**config.mk**
```make
export PLATFORM = sky130hd
export DESIGN_NAME = olss_calc
export DESIGN_NICKNAME = d
export VERILOG_FILES = /design/src/rtl/core/olss_pkg.sv /design/src/rtl/core/olss_calc.sv
export SDC_FILE = /design/constraint.sdc
export NUM_CORES = 1
export LEC_CHECK = 0
export ABC_AREA = 1
export BUFFER_PORTS_ARGS = -buffer_cell sky130_fd_sc_hd__buf_4
export CORE_MARGIN = 1.5
export CORE_UTILIZATION = 50
export DETAILED_ROUTE_END_ITERATION = 8
export GPL_ROUTABILITY_DRIVEN = 0
export HOLD_SLACK_MARGIN = 0.1
export PLACE_DENSITY_LB_ADDON = 0.05
export SLEW_MARGIN = 20
export SYNTH_ARGS = -nofsm -noshare
export SYNTH_HDL_FRONTEND = slang
export SYNTH_SLANG_ARGS = --single-unit
```
**constraint.sdc**
```tcl
create_clock -name clk_i -period 5.58 [get_ports clk_i]
set_input_delay 0.279 -clock clk_i [delete_from_list [all_inputs] [get_ports clk_i]]
set_output_delay 0.279 -clock clk_i [all_outputs]
set_load 0.02 [all_outputs]
```
**src/rtl/core/olss_pkg.sv**
```systemverilog
// ----------------------------------------------------------------------------
// olss_pkg
// Shared types and constants of the overdub loop sample store.
// ----------------------------------------------------------------------------
package olss_pkg;

  localparam int unsigned LoopDepth = 131072;
  localparam int unsigned AddrW     = $clog2(LoopDepth);
  localparam int unsigned IdxW      = 18;
  localparam int unsigned SampleW   = 16;
  localparam int unsigned GainW     = 16;

  // unity gain in Q1.15
  localparam logic [GainW-1:0] UnityGain = GainW'(32768);

  typedef enum logic [1:0] {
    CmdRead    = 2'd0,
    CmdOverdub = 2'd1,
    CmdErase   = 2'd2
  } cmd_e;

  typedef struct packed {
    logic [1:0]                cmd;
    logic [IdxW-1:0]           index;
    logic signed [SampleW-1:0] write_sample;
  } in_item_t;

  typedef struct packed {
    logic signed [SampleW-1:0] read_sample;
    logic                      out_of_range;
  } out_item_t;

endpackage

```
**src/rtl/core/olss_calc.sv**
```systemverilog
// ----------------------------------------------------------------------------
// olss_calc
// Gain scaling and saturating overdub sum of one stored sample, registered.
// ----------------------------------------------------------------------------
module olss_calc
  import olss_pkg::*;
(
  input  logic                      clk_i,
  input  logic                      en_i,
  input  logic signed [SampleW-1:0] stored_i,
  input  logic signed [SampleW-1:0] write_sample_i,
  input  logic [GainW-1:0]          gain_i,
  output logic signed [SampleW-1:0] scaled_o,
  output logic signed [SampleW-1:0] sum_o
);

  logic [GainW-1:0]           gain_c;
  logic signed [2*SampleW:0]  prod_c;
  logic signed [SampleW:0]    add_c;
  logic signed [SampleW-1:0]  sat_c;
  logic signed [SampleW-1:0]  scaled_q;
  logic signed [SampleW-1:0]  sum_q;

  always_comb begin
    gain_c = (gain_i > UnityGain) ? UnityGain : gain_i;
    prod_c = stored_i * $signed({1'b0, gain_c});
    add_c  = {write_sample_i[SampleW-1], write_sample_i} + {stored_i[SampleW-1], stored_i};
    if (add_c[SampleW] != add_c[SampleW-1]) begin
      sat_c = add_c[SampleW] ? {1'b1, {(SampleW-1){1'b0}}} : {1'b0, {(SampleW-1){1'b1}}};
    end else begin
      sat_c = add_c[SampleW-1:0];
    end
  end

  // arithmetic shift by 15 = floor; product never leaves the 16-bit range
  always_ff @(posedge clk_i) begin
    if (en_i) begin
      scaled_q <= prod_c[2*SampleW-2:SampleW-1];
      sum_q    <= sat_c;
    end
  end

  assign scaled_o = scaled_q;
  assign sum_o    = sum_q;

endmodule

```
==> impl_metrics.tcl, run 1 <==
set metrics [dict create \
    crit_path_top_delay_cell "fa_1" \
    p_leak_nw 7.126 \
    synth_cell_types 36 \
    antenna_found_initial 0 \
    final-setup-viol-count 13 \
    dieArea_mm2 0.02161 \
    path_max_fanout 6 \
    area_growth_pct 31.05 \
    routed_via_density 5.168 \
    cellPowerDensity_mw_per_mm2 536.8 \
    start_kind "input pin" \
    cts.sinks 32 \
    synthesis.area_mm2 0.01037 \
    grt_max_degree 33 \
    drtIter0Drc 560 \
    wl_met2_um 14790 \
    tns_ns -1.535 \
    ant_nets 0 \
    cts_tree "built" \
    avgSynthCellArea_um2 8.049 \
    max_stage_delay_ns 0.56 \
    yosys_most_used_dff "edfxtp_1" \
    startpoint "gain_i[0]" \
    io_buffers 81 \
    antenna_cells 0 \
    grt_pass1_vias 9578 \
    grt_pass1_wl_um 51120 \
    crit_required_ns 5.62 \
    fin_crit_sh_pct 103.7 \
    status "finished with violations" \
    rsz0062_at_grt "yes" \
    clk_pin_slew_worst_paths_ns 0.05 \
    wl_um 32380 \
    violations "negative setup slack" \
    io-pin-count 82 \
    cp-end-kind "register" \
    grt-ovfl-total 0 \
    cts_root_buffer "clkbuf_16" \
    fmax_ghz 0.1728 \
    die_x_um 147.0 \
    drc 0 \
    final_cell_mix "inv_1 (275), nand2_1 (243), buf_4 (213)" \
    track_usage_pct 31.16 \
    cap_violations 0 \
    seq_area_frac_synth_pct 9.269 \
    h-tree-depth 2 \
    ir_worst_vdd_mv 0.8160 \
    min_period_ns 5.788 \
    dr_wl_met3_um 2793 \
    vias 9230 \
    m1WireLength_um 13700 \
    dpl.hpwl_um 27750 \
    hp-class "input pin to register" \
    yosys_warnings 0 \
    final-max-slew-violation-count 0 \
    ys_ff_latch 32 \
    crit_type "input pin to register" \
    finalHoldViolCount 0 \
    worst_pin_slew_ns 0.5513 \
    final.fill_count 1735 \
    cts.path.max_buffers 2 \
    num_rows 52 \
    arrival_ns 5.83 \
    fin_ws_ns -0.2077 \
    highest_layer "met4" \
    hp-start "write_sample_i[0]" \
    dp_slack_ns -0.8488 \
    post_drt_wl_per_cell_um 18.13 \
    async_reset_ff_share_pct 0 \
    core_area_mm2 0.02030 \
    die_h_um 147.0 \
    first_pass_iters 5 \
    fin_nets 1883 \
    postCtsHoldBufs 0 \
    relSlewSlack_pct 63.11 \
    layout_commonest_cell "inv_1" \
    synth-edff-count 32 \
    start_util_pct 51.07 \
    timing.hold.ws_ns 0.4108 \
    drive_gt1_share_pct 27.64 \
    cpMostUsedCell "fa_1" \
    netlist_instances 1288 \
    numCtsBuffers 5 \
    synth_nets 1656 \
]
[area by class of cell]
type | instances | area, µm² | share of cell area [%]
multi-input cells | 931 | 8982 | 66.11
repair buffers | 242 | 1978 | 14.56
clock buffers | 6 | 128.9 | 0.9485
inverters | 303 | 1187 | 8.739
well taps | 270 | 337.8 | 2.486
clock inverters | 2 | 11.26 | 0.08288
flip-flops and latches | 32 | 960.9 | 7.072
[worst paths after layout]
| path | slack [ns] | to | cells after the start |
|---|---|---|---|
| max | -0.21 | scaled_o[14] | 30 |
| min | 0.41 | sum_o[0] | 4 |
[cells by family after synthesis]
logic type,Yosys count,synth area share [%]
AO/OA/AOI/OAI,100,5.443
XOR/XNOR,28,2.365
adder cells (fa/ha/maj),318,52.43
buffers and inverters,326,11.91
flip-flops,32,9.269
AND/OR/NAND/NOR,484,18.59
[synthesized netlist by cell type, types with 2 or more instances]
cell | number | area (µm²)
inv_1 | 292 | 1096
nand2_1 | 275 | 1032
fa_1 | 194 | 3884
nor2_1 | 159 | 596.8
ha_1 | 124 | 1551
a21oi_1 | 47 | 235.2
edfxtp_1 | 32 | 960.9
o21ai_0 | 29 | 145.1
nand3_1 | 22 | 110.1
clkbuf_1 | 17 | 63.81
xor2_1 | 17 | 148.9
nor3_1 | 12 | 60.06
xnor2_1 | 11 | 96.34
clkinv_1 | 10 | 37.54
o21a_1 | 6 | 45.04
a211oi_1 | 4 | 30.03
a21o_1 | 4 | 30.03
nand4_1 | 4 | 25.02
o21bai_1 | 4 | 30.03
buf_2 | 3 | 15.01
buf_1 | 2 | 7.510
nand2_2 | 2 | 12.51
nand3b_1 | 2 | 15.01
nor2_2 | 2 | 12.51
nor4_1 | 2 | 12.51
o21ai_2 | 2 | 17.52
[critical path: cells and delay by family]
kind / cells / cell delay (ns)
adders and majority gates: 7 / 3.33
and+or+nand+nor: 11 / 0.92
buffers and inverters: 9 / 0.79
AOI/OAI and AO/OA: 3 / 0.50
[power by group]
| group | total, W | switching (W) | internal (W) |
|---|---|---|---|
| Combinational | 0.00651 | 0.00365 | 0.00286 |
| Clock | 0.000269 | 0.000105 | 0.000164 |
| Sequential | 0.000514 | 0.0000343 | 0.000480 |
| Total | 0.00729 | 0.00379 | 0.00350 |
[timing repair]
item | CTS | global route
resized for setup | 107 | 95
gates cloned | 1 | 0
pin swaps | 38 | 53
endpoints found under the setup margin | 16 | 16
buffers inserted | 9 | 11
[flip-flops by register name (all words and copies together) (netlist names)]
register,flops
scaled_o,16
sum_o,16
[through the flow]
step                      area, µm²  instances  util [%]  power, W
after floorplan               10590       1288         -  0.003552
after CTS                     13130       1776     64.66  0.006479
after detailed placement      12540       1758     61.78  0.005620
after global placement        12540       1758     61.78  0.005628
final                         13590       1786     66.93  0.007293
after global routing          13590       1786     66.93  0.007850
[metal layers]
layer	vias to the layer above	track usage (%)
li1	4338	-
met1	4461	42.16
met2	368	50.00
met3	63	6.894
met4	0	10.15
met5	-	0
No activity file was read; power rests on OpenSTA's default activity.
==> inputs of run 2 (changes only) <==
--- a/config.mk
+++ b/config.mk
@@ -6,10 +6,10 @@
 export NUM_CORES = 1
 export LEC_CHECK = 0
 export ABC_AREA = 1
-export BUFFER_PORTS_ARGS = -buffer_cell sky130_fd_sc_hd__buf_4
 export CORE_MARGIN = 1.5
 export CORE_UTILIZATION = 50
 export DETAILED_ROUTE_END_ITERATION = 8
+export DONT_BUFFER_PORTS = 1
 export GPL_ROUTABILITY_DRIVEN = 0
 export HOLD_SLACK_MARGIN = 0.1
 export PLACE_DENSITY_LB_ADDON = 0.05
==> impl_metrics.tcl, run 2 (synthesis gave the netlist of run 1 again) <==
set metrics [dict create \
    max_stage_delay_ns 0.58 \
    cellPowerDensity_mw_per_mm2 556.3 \
    crit_required_ns 5.61 \
    final_cell_mix "inv_1 (278), nand2_1 (246), fa_1 (185)" \
    drtIter0Drc 399 \
    cap_violations 0 \
    grt_pass1_wl_um 49180 \
    track_usage_pct 29.68 \
    final-setup-viol-count 5 \
    post_drt_wl_per_cell_um 18.10 \
    wl_um 30650 \
    crit_family "adder cells" \
    num_rows 52 \
    finalHoldViolCount 0 \
    dp_cells 1662 \
    crit_type "input pin to register" \
    h-tree-depth 2 \
    ir_worst_vdd_mv 0.6665 \
    finalNonFillerCells 1693 \
    fin_ws_ns -0.06356 \
    min_period_ns 5.644 \
    hp-class "input pin to register" \
    violations "negative setup slack" \
    arrival_ns 5.67 \
    start_kind "input pin" \
    grt_pass1_vias 9149 \
    io_buffers 0 \
    crit_path_top_delay_cell "fa_1" \
    dpl.hpwl_um 26570 \
    drive_gt1_share_pct 21.64 \
    first_pass_iters 4 \
    layout_commonest_cell "inv_1" \
    p_leak_nw 6.718 \
    area_growth_pct 23.37 \
    die_h_um 147.0 \
    core_area_mm2 0.02030 \
    cp-end-kind "register" \
    fin_nets 1790 \
    drc 0 \
    antenna_cells 0 \
    antenna_found_initial 0 \
    vias 8635 \
    grt-ovfl-total 0 \
    cts.sinks 32 \
    numCtsBuffers 5 \
    cp_num_buf_inv 8 \
    relSlewSlack_pct 60.14 \
    cts_tree "built" \
    clk_pin_slew_worst_paths_ns 0.05 \
    status "finished with violations" \
    grt_max_degree 33 \
    multiInputGateArea_mm2 0.008954 \
    cpMostUsedCell "fa_1" \
    final.fill_count 1811 \
    timing.hold.ws_ns 0.1096 \
    io-pin-count 82 \
    dp_slack_ns -0.4354 \
    start_util_pct 51.07 \
    rsz0062_at_grt "yes" \
    fin_crit_sh_pct 101.1 \
    worst_pin_slew_ns 0.5957 \
    ant_nets 0 \
    seq_area_um2 960.9 \
    fmax_ghz 0.1772 \
    dieArea_mm2 0.02161 \
    cts.path.max_buffers 2 \
    postCtsHoldBufs 0 \
    final-max-slew-violation-count 0 \
    path_max_fanout 18 \
    cts_root_buffer "clkbuf_16" \
    total_power_w 0.007115 \
    die_x_um 147.0 \
    routed_via_density 5.100 \
]
run 2: worst paths after layout:
path | from | endpoint | slack (ns) | cells past startpoint
worst max-delay path | gain_i[15] | scaled_o[10] | -0.06 | 27
worst min-delay path | en_i | sum_o[11] | 0.11 | 0
run 2: repair_timing:
item                       4_1_cts  5_1_grt
setup endpoints to repair       15       16
pin swaps                        3       60
setup buffers                    0       23
gates resized for setup         12      168
gates cloned                     1        0
run 2: final cells by class:
cell class,count,share of cell area [%]
flip-flops and latches,32,7.513
repair buffers,149,9.343
inverters,303,9.372
clock inverters,3,0.1467
well taps,270,2.641
clock buffers,5,0.9783
multi-input cells,931,70.01
run 2: layer usage:
layer / wire length [µm] / share of wire (%) / GRT usage, %
met1: 13700 / 45 / 41.60
met2: 13990 / 46 / 47.10
met3: 2065 / 6.7 / 6.087
met4: 890 / 2.9 / 8.100
met5: 0 / 0 / 0
run 2: through the flow:
| step | utilization [%] | TNS [ns] | instance area, µm² |
|---|---|---|---|
| after global routing | 63.01 | -2.474 | 12790 |
| after detailed placement | 58.17 | -5.765 | 11810 |
| final | 63.01 | -0.1655 | 12790 |
| after floorplan | - | -0.01808 | 10590 |
| after global placement | 58.17 | -5.880 | 11810 |
| after CTS | 59.15 | -0.001996 | 12010 |
run 2: where the power goes:
group          switching (W)  internal, W
Clock              0.0000974     0.000163
Sequential          0.000151     0.000487
Combinational        0.00341      0.00281
==> inputs of run 3 (changes only) <==
--- a/config.mk
+++ b/config.mk
@@ -13,6 +13,7 @@
 export GPL_ROUTABILITY_DRIVEN = 0
 export HOLD_SLACK_MARGIN = 0.1
 export PLACE_DENSITY_LB_ADDON = 0.05
+export SKIP_LAST_GASP = 1
 export SLEW_MARGIN = 20
 export SYNTH_ARGS = -nofsm -noshare
 export SYNTH_HDL_FRONTEND = slang
==> constraint.sdc (replaced) <==
create_clock -name clk_i -period 5.58 [get_ports clk_i]
set_input_delay 0.837 -clock clk_i [delete_from_list [all_inputs] [get_ports clk_i]]
set_output_delay 0.837 -clock clk_i [all_outputs]
set_load 0.02 [all_outputs]
==> impl_metrics.tcl, run 3 (synthesis gave the netlist of run 1 again) <==
set metrics [dict create \
    finalHoldViolCount 0 \
    h-tree-depth 2 \
    start_util_pct 51.07 \
    final-setup-viol-count 16 \
    cap_violations 0 \
    area_growth_pct 25.77 \
    final-max-slew-violation-count 0 \
    min_period_ns 6.137 \
    crit_path_top_delay_cell "fa_1" \
    rsz0062_at_grt "yes" \
    power_switching_w 0.003744 \
    track_usage_pct 31.08 \
    relSlewSlack_pct 57.93 \
    numCtsBuffers 5 \
    antenna_cells 0 \
    status "finished with violations" \
    p_int_w 0.003526 \
    seqPwrFrac_pct 8.8 \
    fin_nets 1793 \
    drive_gt1_share_pct 24.61 \
    start_kind "input pin" \
    clock_power_share_pct 4.3 \
    vias 8823 \
    die_h_um 147.0 \
    fmax_ghz 0.1630 \
    dieArea_mm2 0.02161 \
    layout_commonest_cell "inv_1" \
    post_drt_wl_per_cell_um 18.59 \
    grt_max_degree 33 \
    final_cell_mix "inv_1 (268), nand2_1 (234), fa_1 (181)" \
    fin_crit_sh_pct 110.0 \
    antenna_found_initial 0 \
    num_rows 52 \
    die_x_um 147.0 \
    post-route-util_pct 64.23 \
    arrival_ns 6.17 \
    drtIter0Drc 433 \
    core_area_mm2 0.02030 \
    io_buffers 0 \
    cts.path.max_buffers 2 \
    crit_required_ns 5.61 \
    dpl.hpwl_um 27190 \
    cts_root_buffer "clkbuf_16" \
    cp-end-kind "register" \
    p_leak_nw 6.753 \
    crit_type "input pin to register" \
    drc 0 \
    routed_via_density 5.202 \
    grt-ovfl-total 0 \
    wl_um 31540 \
    clk_pin_slew_worst_paths_ns 0.05 \
    io-pin-count 82 \
    ir_worst_vdd_mv 0.6743 \
    worst_pin_slew_ns 0.6287 \
    path_max_fanout 6 \
    first_pass_iters 5 \
    cts.sinks 32 \
    ant_nets 0 \
    p_comb_share_pct 86.8 \
    grt_pass1_vias 9565 \
    swShare_pct 51.50 \
    crit_family "adder cells" \
    total_power_w 0.007270 \
    cellPowerDensity_mw_per_mm2 557.6 \
    cpMostUsedCell "fa_1" \
    grt_pass1_wl_um 51080 \
    fin_ws_ns -0.5566 \
    violations "negative setup slack" \
    dp_slack_ns -0.9417 \
    max_stage_delay_ns 0.58 \
    cts_tree "built" \
    cp_num_buf_inv 7 \
    hp-class "input pin to register" \
]
run 3: cell count changes in the layout (fill, tap and decap cells not counted), sizes merged:
cell | previous run | this run
buf | 149 | 152
bufinv | 0 | 1
clkinvlp | 2 | 0
inv | 294 | 296
clkinv | 10 | 9
run 3: final timing paths:
kind | depth (start not counted) | start | end | slack (ns)
hold / removal | 0 | en_i | sum_o[14] | 0.66
setup / recovery | 27 | gain_i[12] | scaled_o[9] | -0.56
run 3: through the flow:
step	hold WS, ns	area (µm²)	setup TNS, ns	cells
global placement	0.9514	11970	-13.31	1666
finish	0.6601	13040	-7.256	1696
detailed placement	0.9514	11970	-13.41	1666
floorplan	0.9495	10720	-7.591	1288
global route	0.6544	13040	-10.78	1696
CTS	0.6567	12630	-6.404	1688
run 3: cell type report:
type	count	area [µm²]
clock inverter	3	37.54
fill	1735	7261
tap	270	337.8
timing repair buffer	152	1256
inverter	303	1206
sequential	32	960.9
clock buffer	5	125.1
multi-input combinational	931	9115
run 3: power groups by stage:
| stage | logic (W) | registers, W | clock network (W) |
|---|---|---|---|
| after floorplan | 0.00302 | 0.000622 | 0 |
| after global placement | 0.00491 | 0.000647 | 0 |
| after detailed placement | 0.00492 | 0.000639 | 0 |
| after CTS | 0.00578 | 0.000643 | 0.000320 |
| after global routing | 0.00690 | 0.000649 | 0.000328 |
| final | 0.00631 | 0.000641 | 0.000316 |
run 3: per-layer routing:
layer  wire length [µm]  track usage (%)  up-vias
met1              13450            42.11     4356
met2              14960            51.06      272
li1                   -                -     4153
met3               2317            6.273       42
met5                  0                0        -
met4                809            8.450        0
run 3: repair_timing:
item                                    CTS  global route
pin swaps                                54            64
endpoints found under the setup margin   16            16
resized for setup                       109            92
setup buffers                            13             9
endpoints found under the hold margin     0             0
cloned                                    1             0
hold buffers                              0             0
